File: src/sv/mfc_pkg.sv
package mfc_pkg;

    // Command codes carried in the input tuser.
    localparam logic CMD_PACK   = 1'b0;
    localparam logic CMD_UNPACK = 1'b1;

    // Configuration register indexes.
    localparam logic REG_EXP_WIDTH  = 1'b0;
    localparam logic REG_MANT_WIDTH = 1'b1;

    // Register widths and reset values.
    localparam int EXP_W  = 4;
    localparam int MANT_W = 5;
    localparam logic [EXP_W-1:0]  EXP_RESET  = 4'd5;
    localparam logic [MANT_W-1:0] MANT_RESET = 5'd10;

    // Single-precision layout.
    localparam logic [7:0] SP_BIAS = 8'd127;
    localparam logic [4:0] SP_MANT_BITS = 5'd23;

    // Stage 1 payload: operand plus the format's extreme codes.
    typedef struct packed {
        logic              cmd;
        logic [31:0]       operand;
        logic [EXP_W-1:0]  exp_w;
        logic [MANT_W-1:0] mant_w;
        logic [30:0]       max_code;
        logic [30:0]       min_code;
    } s1_t;

    // Stage 2 payload: candidate results and compare bounds.
    typedef struct packed {
        logic        cmd;
        logic [30:0] mag;
        logic [31:0] sp_a;
        logic [30:0] min_sp;
        logic [31:0] max_res;
        logic [31:0] min_res;
        logic [31:0] norm_res;
    } s2_t;

    // Final result.
    typedef struct packed {
        logic [31:0] result;
        logic        saturated;
    } res_t;

    // Limit the exponent width to 2..8.
    function automatic logic [EXP_W-1:0] clamp_exp(input logic [EXP_W-1:0] e);
        logic [EXP_W-1:0] r;
        r = e;
        if (e < 4'd2) r = 4'd2;
        if (e > 4'd8) r = 4'd8;
        return r;
    endfunction

    // Limit the mantissa width to 2..23.
    function automatic logic [MANT_W-1:0] clamp_mant(input logic [MANT_W-1:0] m);
        logic [MANT_W-1:0] r;
        r = m;
        if (m < 5'd2) r = 5'd2;
        if (m > 5'd23) r = 5'd23;
        return r;
    endfunction

    // Rebuild single-precision bits from a packed small float.
    function automatic logic [31:0] unpack_sp(input logic [31:0] v,
                                              input logic [EXP_W-1:0] e,
                                              input logic [MANT_W-1:0] m);
        logic [2:0]  em;
        logic [4:0]  spos;
        logic [4:0]  epos;
        logic        sgn;
        logic [31:0] shv;
        logic [6:0]  mag;
        logic        eneg;
        logic [7:0]  biased;
        logic [31:0] mmask;
        logic [31:0] mant_sh;
        em      = 3'(e - 4'd1);
        spos    = 5'({1'b0, e} + m);
        epos    = 5'({2'b0, em} + m);
        sgn     = v[spos];
        shv     = v >> m;
        mag     = shv[6:0] & 7'((8'd1 << em) - 8'd1);
        eneg    = v[epos];
        biased  = eneg ? (SP_BIAS - {1'b0, mag}) : (SP_BIAS + {1'b0, mag});
        mmask   = (32'd1 << m) - 32'd1;
        mant_sh = (v & mmask) << (SP_MANT_BITS - m);
        return {sgn, biased, mant_sh[22:0]};
    endfunction

endpackage

File: src/sv/mfc_front.sv
module mfc_front (
    input  logic         clk,
    input  logic         rst_n,
    input  logic         in_valid,
    output logic         in_ready,
    input  logic         cmd,
    input  logic [31:0]  operand,
    input  logic [3:0]   exp_width,
    input  logic [4:0]   mant_width,
    output logic         out_valid,
    input  logic         out_ready,
    output mfc_pkg::s1_t out_data
);
    import mfc_pkg::*;

    logic             valid_reg;
    logic             valid_next;
    s1_t              data_reg;
    s1_t              data_next;
    logic [EXP_W-1:0]  e;
    logic [MANT_W-1:0] m;
    logic [2:0]        em;
    logic [31:0]       maxmag;
    logic [31:0]       mmask;
    logic [31:0]       max_code;
    logic [31:0]       min_code;

    // Clamp the widths and build the largest and smallest codes.
    always_comb
    begin
        e        = clamp_exp(exp_width);
        m        = clamp_mant(mant_width);
        em       = 3'(e - 4'd1);
        maxmag   = (32'd1 << em) - 32'd1;
        mmask    = (32'd1 << m) - 32'd1;
        max_code = (maxmag << m) | mmask;
        min_code = (((32'd1 << e) - 32'd2) << m) | 32'd1;
        data_next.cmd      = cmd;
        data_next.operand  = operand;
        data_next.exp_w    = e;
        data_next.mant_w   = m;
        data_next.max_code = max_code[30:0];
        data_next.min_code = min_code[30:0];
    end

    // Stage holds while the next stage is full and stalled.
    assign in_ready   = !valid_reg || out_ready;
    assign valid_next = in_ready ? in_valid : valid_reg;

    always_ff @(posedge clk or negedge rst_n)
    begin
        if (!rst_n)
        begin
            valid_reg <= 1'b0;
        end
        else
        begin
            valid_reg <= valid_next;
        end
    end

    always_ff @(posedge clk)
    begin
        if (in_valid && in_ready)
        begin
            data_reg <= data_next;
        end
    end

    assign out_valid = valid_reg;
    assign out_data  = data_reg;

endmodule

File: src/sv/mfc_expand.sv
module mfc_expand (
    input  logic         clk,
    input  logic         rst_n,
    input  logic         in_valid,
    output logic         in_ready,
    input  mfc_pkg::s1_t in_data,
    output logic         out_valid,
    input  logic         out_ready,
    output mfc_pkg::s2_t out_data
);
    import mfc_pkg::*;

    logic        valid_reg;
    logic        valid_next;
    s2_t         data_reg;
    s2_t         data_next;
    logic [2:0]  em;
    logic [4:0]  spos;
    logic [31:0] sbit;
    logic [31:0] a_src;
    logic [7:0]  biased;
    logic        neg;
    logic [7:0]  amag;
    logic [7:0]  maxmag;
    logic [7:0]  exp_f;
    logic [31:0] mant_f;

    // Unpack the operand or the largest code, unpack the smallest code,
    // and form the in-range packed value.
    always_comb
    begin
        em     = 3'(in_data.exp_w - 4'd1);
        spos   = 5'({1'b0, in_data.exp_w} + in_data.mant_w);
        sbit   = {31'd0, in_data.operand[31]} << spos;
        a_src  = (in_data.cmd == CMD_UNPACK) ? in_data.operand : {1'b0, in_data.max_code};
        biased = in_data.operand[30:23];
        neg    = biased < SP_BIAS;
        amag   = neg ? (SP_BIAS - biased) : (biased - SP_BIAS);
        maxmag = (8'd1 << em) - 8'd1;
        exp_f  = ({7'd0, neg} << em) | (amag & maxmag);
        mant_f = {9'd0, in_data.operand[22:0]} >> (SP_MANT_BITS - in_data.mant_w);

        data_next.cmd      = in_data.cmd;
        data_next.mag      = in_data.operand[30:0];
        data_next.sp_a     = unpack_sp(a_src, in_data.exp_w, in_data.mant_w);
        data_next.min_sp   = 31'(unpack_sp({1'b0, in_data.min_code}, in_data.exp_w,
                                           in_data.mant_w));
        data_next.max_res  = sbit | {1'b0, in_data.max_code};
        data_next.min_res  = sbit | {1'b0, in_data.min_code};
        data_next.norm_res = sbit | ({24'd0, exp_f} << in_data.mant_w) | mant_f;
    end

    assign in_ready   = !valid_reg || out_ready;
    assign valid_next = in_ready ? in_valid : valid_reg;

    always_ff @(posedge clk or negedge rst_n)
    begin
        if (!rst_n)
        begin
            valid_reg <= 1'b0;
        end
        else
        begin
            valid_reg <= valid_next;
        end
    end

    always_ff @(posedge clk)
    begin
        if (in_valid && in_ready)
        begin
            data_reg <= data_next;
        end
    end

    assign out_valid = valid_reg;
    assign out_data  = data_reg;

endmodule

File: src/sv/mfc_clamp.sv
module mfc_clamp (
    input  logic          clk,
    input  logic          rst_n,
    input  logic          in_valid,
    output logic          in_ready,
    input  mfc_pkg::s2_t  in_data,
    output logic          out_valid,
    input  logic          out_ready,
    output mfc_pkg::res_t out_data
);
    import mfc_pkg::*;

    logic valid_reg;
    logic valid_next;
    res_t data_reg;
    res_t data_next;

    // Pick the result: unpacked bits, a clamped code, or the packed value.
    always_comb
    begin
        data_next.saturated = 1'b0;
        data_next.result    = in_data.norm_res;
        priority if (in_data.cmd == CMD_UNPACK)
        begin
            data_next.result = in_data.sp_a;
        end
        else if (in_data.mag >= in_data.sp_a[30:0])
        begin
            data_next.saturated = 1'b1;
            data_next.result    = in_data.max_res;
        end
        else if (in_data.mag <= in_data.min_sp)
        begin
            data_next.saturated = 1'b1;
            data_next.result    = in_data.min_res;
        end
        else
        begin
            data_next.result = in_data.norm_res;
        end
    end

    // This stage is the output register.
    assign in_ready   = !valid_reg || out_ready;
    assign valid_next = in_ready ? in_valid : valid_reg;

    always_ff @(posedge clk or negedge rst_n)
    begin
        if (!rst_n)
        begin
            valid_reg <= 1'b0;
        end
        else
        begin
            valid_reg <= valid_next;
        end
    end

    always_ff @(posedge clk)
    begin
        if (in_valid && in_ready)
        begin
            data_reg <= data_next;
        end
    end

    assign out_valid = valid_reg;
    assign out_data  = data_reg;

endmodule

File: src/sv/float_to_minifloat_codec_top.sv
// Single-precision to small-float codec, pack and unpack.
// Each accepted input transaction passes through three register stages in a row to its output transaction.
// Throughput: one transaction per cycle while the output is not stalled.
// Each stage holds only while the stage after it is full and stalled.
// Reset (rst_n low, asynchronous) empties the pipeline and sets the widths
// to 5 exponent bits and 10 mantissa bits.
module float_to_minifloat_codec_top (
    input  logic        clk,
    input  logic        rst_n,
    // Configuration write port
    input  logic        cfg_we,
    input  logic        cfg_index,
    input  logic [4:0]  cfg_data,
    // Input stream
    input  logic        s_tvalid,
    output logic        s_tready,
    input  logic [31:0] s_tdata,   // [31:0] operand
    input  logic        s_tuser,   // [0] cmd
    // Output stream
    output logic        m_tvalid,
    input  logic        m_tready,
    output logic [31:0] m_tdata,   // [31:0] result
    output logic        m_tuser    // [0] saturated
);
    import mfc_pkg::*;

    logic [EXP_W-1:0]  exp_width_reg;
    logic [MANT_W-1:0] mant_width_reg;
    logic              s1_valid;
    logic              s1_ready;
    s1_t               s1_data;
    logic              s2_valid;
    logic              s2_ready;
    s2_t               s2_data;
    res_t              res_data;

    // Configuration registers.
    always_ff @(posedge clk or negedge rst_n)
    begin
        if (!rst_n)
        begin
            exp_width_reg  <= EXP_RESET;
            mant_width_reg <= MANT_RESET;
        end
        else if (cfg_we)
        begin
            unique case (cfg_index)
                REG_EXP_WIDTH:  exp_width_reg  <= cfg_data[EXP_W-1:0];
                REG_MANT_WIDTH: mant_width_reg <= cfg_data;
                default:        exp_width_reg  <= exp_width_reg;
            endcase
        end
    end

    // Stage 1: clamp widths, build extreme codes.
    mfc_front u_front (
        .clk        (clk),
        .rst_n      (rst_n),
        .in_valid   (s_tvalid),
        .in_ready   (s_tready),
        .cmd        (s_tuser),
        .operand    (s_tdata),
        .exp_width  (exp_width_reg),
        .mant_width (mant_width_reg),
        .out_valid  (s1_valid),
        .out_ready  (s1_ready),
        .out_data   (s1_data)
    );

    // Stage 2: unpack and form candidates.
    mfc_expand u_expand (
        .clk       (clk),
        .rst_n     (rst_n),
        .in_valid  (s1_valid),
        .in_ready  (s1_ready),
        .in_data   (s1_data),
        .out_valid (s2_valid),
        .out_ready (s2_ready),
        .out_data  (s2_data)
    );

    // Stage 3: compare, select, output register.
    mfc_clamp u_clamp (
        .clk       (clk),
        .rst_n     (rst_n),
        .in_valid  (s2_valid),
        .in_ready  (s2_ready),
        .in_data   (s2_data),
        .out_valid (m_tvalid),
        .out_ready (m_tready),
        .out_data  (res_data)
    );

    assign m_tdata = res_data.result;
    assign m_tuser = res_data.saturated;

`ifndef SYNTHESIS
    // Input backpressure only when every stage is full and the output stalls.
    a_ready_only_when_full: assert property (@(posedge clk) disable iff (!rst_n)
        !s_tready |-> (m_tvalid && !m_tready && s1_valid && s2_valid))
        else $error("input stalled while the pipeline has room");

    // Both clamp codes end in a mantissa bit of one.
    a_sat_code_lsb: assert property (@(posedge clk) disable iff (!rst_n)
        (m_tvalid && m_tuser) |-> (m_tdata[0] == 1'b1))
        else $error("saturated result is not a clamp code");

    // A mantissa width write lands in the register.
    a_cfg_mant: assert property (@(posedge clk) disable iff (!rst_n)
        (cfg_we && (cfg_index == REG_MANT_WIDTH)) |=> (mant_width_reg == $past(cfg_data)))
        else $error("mantissa width write lost");
`endif

endmodule
File: config.mk
export PLATFORM = sky130hd
export DESIGN_NAME = float_to_minifloat_codec_top
export DESIGN_NICKNAME = d
export VERILOG_FILES = /design/src/sv/mfc_pkg.sv /design/src/sv/mfc_front.sv /design/src/sv/mfc_expand.sv /design/src/sv/mfc_clamp.sv /design/src/sv/float_to_minifloat_codec_top.sv
export SDC_FILE = /design/constraint.sdc
export NUM_CORES = 1
export LEC_CHECK = 0
export BUFFER_PORTS_ARGS = -buffer_cell sky130_fd_sc_hd__buf_2
export CORE_MARGIN = 10
export CORE_UTILIZATION = 24
export CTS_BUF_LIST = sky130_fd_sc_hd__clkbuf_8
export CTS_CLUSTER_SIZE = 20
export DETAILED_ROUTE_END_ITERATION = 10
export GPL_TIMING_DRIVEN = 0
export PLACE_DENSITY_LB_ADDON = 0.1
export SLEW_MARGIN = 20
export SYNTH_ARGS = -nofsm -noshare
export SYNTH_HDL_FRONTEND = slang
export SYNTH_SLANG_ARGS = --single-unit
File: constraint.sdc
create_clock -name clk -period 7.5 [get_ports clk]
set_input_delay 0.375 -clock clk [delete_from_list [all_inputs] [get_ports clk]]
set_output_delay 0.375 -clock clk [all_outputs]
set_load 0.005 [all_outputs]
After elaboration in Yosys (flattened, before gate mapping)
Cells that the tools add are included.
{ "totals": {"input_bits": 44, "reg_bits": 339, "output_inout_bits": 35} }
{ "op_classes": {"bitwise_logic": 12, "shifts": 15, "n_addsub": 16, "reduce_logical": 11, "n_lt_le_gt_ge": 9, "mux": 18} }
{ "ops": {"columns": ["cell", "n"], "rows": [
  ["32-bit 2-to-1 mux", 3],
  ["32-bit by 31-bit bitwise OR with 32-bit output", 2],
  ["32-bit bitwise OR", 2],
  ["32-bit by 5-bit << shifter with 23-bit output", 2],
  ["32-bit by 5-bit << shifter with 31-bit output", 2],
  ["32-bit by 1-bit subtractor with 32-bit output (second input constant)", 2],
  ["33-bit 2-to-1 mux", 1],
  ["31-bit by 32-bit AND with 32-bit output", 1],
  ["32-bit AND", 1],
  ["1-bit by 3-bit << shifter with 32-bit output (first input constant)", 1],
  ["1-bit by 4-bit << shifter with 32-bit output (first input constant)", 1],
  ["1-bit by 5-bit << shifter with 32-bit output", 1],
  ["1-bit by 5-bit << shifter with 32-bit output (first input constant)", 1],
  ["8-bit by 5-bit << shifter with 32-bit output", 1],
  ["23-bit by 5-bit right shift with 32-bit output", 1],
  ["32-bit by 5-bit right shift with 7-bit output", 1],
  ["32-bit by 2-bit subtractor with 32-bit output (second input constant)", 1],
  ["31-bit >= comparator", 1],
  ["31-bit less-or-equal comparator", 1],
  ["31-bit bitwise OR", 1],
  ["1-bit by 5-bit << shifter with 31-bit output (first input constant)", 1],
  ["31-bit by 5-bit right shift with 7-bit output", 1],
  ["31-bit by 1-bit subtractor with 31-bit output (second input constant)", 1],
  ["8-bit 2-to-1 mux", 3],
  ["other kinds (29)", 48]
]} }

Longest topological paths before layout
{ "depth": {"ltp_word": 8, "depth_mapped": 16, "depth_no_buf": 14} }

By module
A second synthesis with hierarchy kept.
{ "unflattened": {"cells_unflattened": 2522, "hier_area_um2": 25112.8} }
{ "by_module_without_submodules": {"columns": ["module", "seq_area_each_um2", "area_each_um2", "cells_each", "n_inst"], "rows": [
  ["mfc_expand", 5730.5, 15906.5, 1632, 1],
  ["mfc_front", 3118.0, 5260.0, 468, 1],
  ["mfc_clamp", 1016.0, 3570.9, 402, 1],
  ["float_to_minifloat_codec_top", 230.2, 375.4, 20, 1]
]} }

Worst setup path before layout
No wires, ideal clock.
{ "synth_path": {"path_type": "register to register", "from": "register u_clamp.valid_reg, in the netlist u_clamp.out_valid", "to": "register u_expand.data_reg (netlist bit u_expand.out_data[0]) (enable)", "t_required_ps": 6928, "path_slack_ps": 2035, "arrival_ps": 4893, "setup_time_ps": 572, "stages_incl_launch_ff": 4, "synth_period_minus_slack_ps": 5465, "cell_sequence": "dfrtp_1 nor2b_1 nand2_1 and2_1"} }
{ "synth_via": {"elab_chain_len": 4} }
{ "synth_lines": {"columns": ["element", "line", "rtl"], "rows": [
  ["from (decl)", "mfc_clamp.sv:13", "logic valid_reg;"],
  ["from (signal assigned)", "mfc_clamp.sv:55", "valid_reg <= valid_next;"],
  ["1-bit logical NOT", "mfc_clamp.sv:44", "assign in_ready = !valid_reg || out_ready;"],
  ["1-bit logical OR", "mfc_clamp.sv:44", null],
  ["1-bit logical OR", "mfc_expand.sv:53", "assign in_ready = !valid_reg || out_ready;"],
  ["1-bit logical AND", "mfc_expand.sv:70", "if (in_valid && in_ready)"],
  ["to (signal assigned)", "mfc_expand.sv:72", "data_reg <= data_next;"],
  ["to (decl)", "mfc_expand.sv:15", "s2_t data_reg;"]
]} }
No other way between the ends.
A chain may end at the register's enable or synchronous reset.

==> results.cfg <==
[detailed_routing]
num_vias = 22706
viasPerCell = 5.65
wl_um = 145000
ant_nets = 0
drc = 0
wl_per_cell_um = 36.1
dr.pass1.iters = 6
drt_iter0_markers = 2710

[placement]
placed_cell_area_um2 = 27100
portBuffers = 78
hpwl_um = 116000
place_congestion = 1.00

[sta]
holdWs_ns = 0.0500
final-setup-viol-count = 0
clock_skew_ns = 0.0663
tightest_slew_ns = 1.24
finalHoldViolCount = 0
max_freq_mhz = 149
period_share_pct = 89.7
slew_violations = 0
layout_min_cycle_time_ns = 6.73
tns_ns = 0
max_slew_margin_pct = 17.3
rsz0062_at_grt = no

[synth]
synth_top_area_share_pct = 39.6
synth-edff-count = 325
synth-seq-area-share_pct = 40.8
synth_compound_area_share_pct = 17.8
synth_flop_cell = edfxtp_1
muxShareOfSynthArea_pct = 17.4
synth.distinct_cells = 96
yosys_warnings = 0
syn_inst = 2381
syn_area_per_cell_um2 = 10.4
syn_area_um2 = 24700
synth-adder-area-share_pct = 4.53
synth_area_leaders = edfxtp_1 40%, mux4_2 8.0%, mux2i_1 7.1%, ha_1 4.4%, nand2_1 2.9%
synth-simple-area-share_pct = 13.3
synth_top_family_by_area = compound AO/OA/AOI/OAI gates
ys_seq_elements = 337
yosysTopAreaCell = edfxtp_1
synth-async-reset-ratio_pct = 3.56
synth_xor_xnor_area_share_pct = 1.10

[setup_path]
worst_ep_required_time_ns = 7.90
crit_type = flip-flop to flip-flop
r2r_slack_ns = 0.77
arrival_ns = 7.12
worst_setup_path_start_kind = flip-flop
cp-end-kind = flip-flop
crit_fanout = 11

[floorplan]
boundaryPins = 79
core_area_um2 = 102000
die_h_um = 341
start_util_pct = 24.2
placementRows = 117
design.die.area_um2 = 116000
die_x_um = 341

[layout]
largest_reg_flops = 189
final_cell_mix = 325 x edfxtp_1, 189 x nand2_1, 176 x mux2i_1
final_common_cell = edfxtp_1
nNetsFinal = 2721
final_core_util_pct = 28.3
syn_to_final_growth_pct = 16.8
fin_area_um2 = 28800
drive_above_1_share_pct = 16.7

[power_and_ir_drop]
p_leak_uw = 0.0108
pwr_density_cell_nw_per_um2 = 309
ir_drop_v = 0.0000999
power_uw = 8890

[clocking]
path_clk_slew_ns = 0.06
cts.repair.resized = 0
cts-root-buf = clkbuf_8
htreeDepth = 3
clk_latency_ns = 0.72
cts_buffers = 68
cts_tree = yes
cts_buffer_depth = 3
clock_sinks = 337

[grt]
grt_overflow = 0
grt_pass1_vias = 22508
grt.total_usage_pct = 24.3
grt_pass1_wl_um = 197000
antenna_found_initial = 21
grt_max_degree = 55

[run]
maxCapViolations = 0

[min_path]
hp-class = primary input to flip-flop

[outcome]
status = finished, final reports clean
## cells in the mapped netlist (all sizes together), types with 44 or more instances
cell type and count:
edfxtp 325, nand2 189, mux2i 177, nor2 166
a21oi 127, o21ai 117, inv 112, clkbuf 94
buf 89, mux4 89, ha 86, nor3 68
nand2b 55, nand3 46, a221oi 44, mux2 44
## power breakdown
group / leakage [uW] / internal, uW / total (uW) / switching, uW
registers: 0.00330 / 2530 / 2850 / 317
logic: 0.00678 / 1380 / 4210 / 2830
clock network: 0.000733 / 955 / 1830 / 878
## layer usage
layer / global-route usage (%) / share of wire (%) / wire (um) / vias to the layer above
met5: 0 / 0.030 / 43 / -
met4: 12.1 / 5.8 / 8360 / 6
met3: 3.59 / 6.0 / 8650 / 292
met2: 39.1 / 46 / 66500 / 1139
met1: 31.5 / 42 / 61400 / 11655
li1: - / - / - / 9614
## kinds of logic after synthesis
kind of cell               count (synthesis)
and+or+nand+nor                          679
xor gates and xnor gates                  30
buffers and inverters                    297
adders and majority gates                 88
DFF                                      337
other                                      2
muxes                                    310
AOI/OAI and AO/OA                        638
## per-stage QoR
| step | setup slack, ns | std cells |
|---|---|---|
| after floorplan | 2.03 | 2386 |
| after global placement | -0.130 | 3832 |
| after detailed placement | 1.07 | 3844 |
| after CTS | 1.05 | 4012 |
| after global routing | 0.789 | 4013 |
| final | 0.774 | 4017 |
## worst max-delay path, cell delays in order, from the launching register on
cell	delay, ns
edfxtp_1	0.51
clkbuf_1	0.27
inv_1	0.19
clkbuf_1	0.77
clkbuf_1	0.74
buf_1	0.83
ha_1	0.26
clkbuf_1	0.68
clkinv_1	0.69
nor2_1	0.36
clkbuf_1	0.64
a221oi_1	0.19
o31ai_2	0.26
## area by class of cell
class / count / area (um^2)
repair buffers: 133 / 1050
inverters: 114 / 428
diodes: 5 / 12.5
multi-input cells: 1752 / 13400
clock buffers: 71 / 977
flip-flops and latches: 337 / 10100
well taps: 1368 / 1710
plain buffers: 183 / 833
fillers: 10852 / 73100
clock inverters: 54 / 310
## path summary, 6_finish.rpt
path	to	startpoint	depth (start not counted)
setup / recovery	u_expand.out_data[7]	u_front.out_data[65]	12
max in group asynchronous	mant_width_reg[1]	rst_n	2
hold reg to reg	u_expand.out_data[181]	u_front.out_data[93]	0
hold / removal	exp_width_reg[2]	cfg_index	3
min in group asynchronous	mant_width_reg[0]	rst_n	2
setup reg to reg	u_expand.out_data[7]	u_front.out_data[65]	12
## repair_timing
item,CTS,global route
setup buffers,0,0
hold buffers,43,0
hold endpoints to repair,57,0
(Power assumes the default switching activity.)
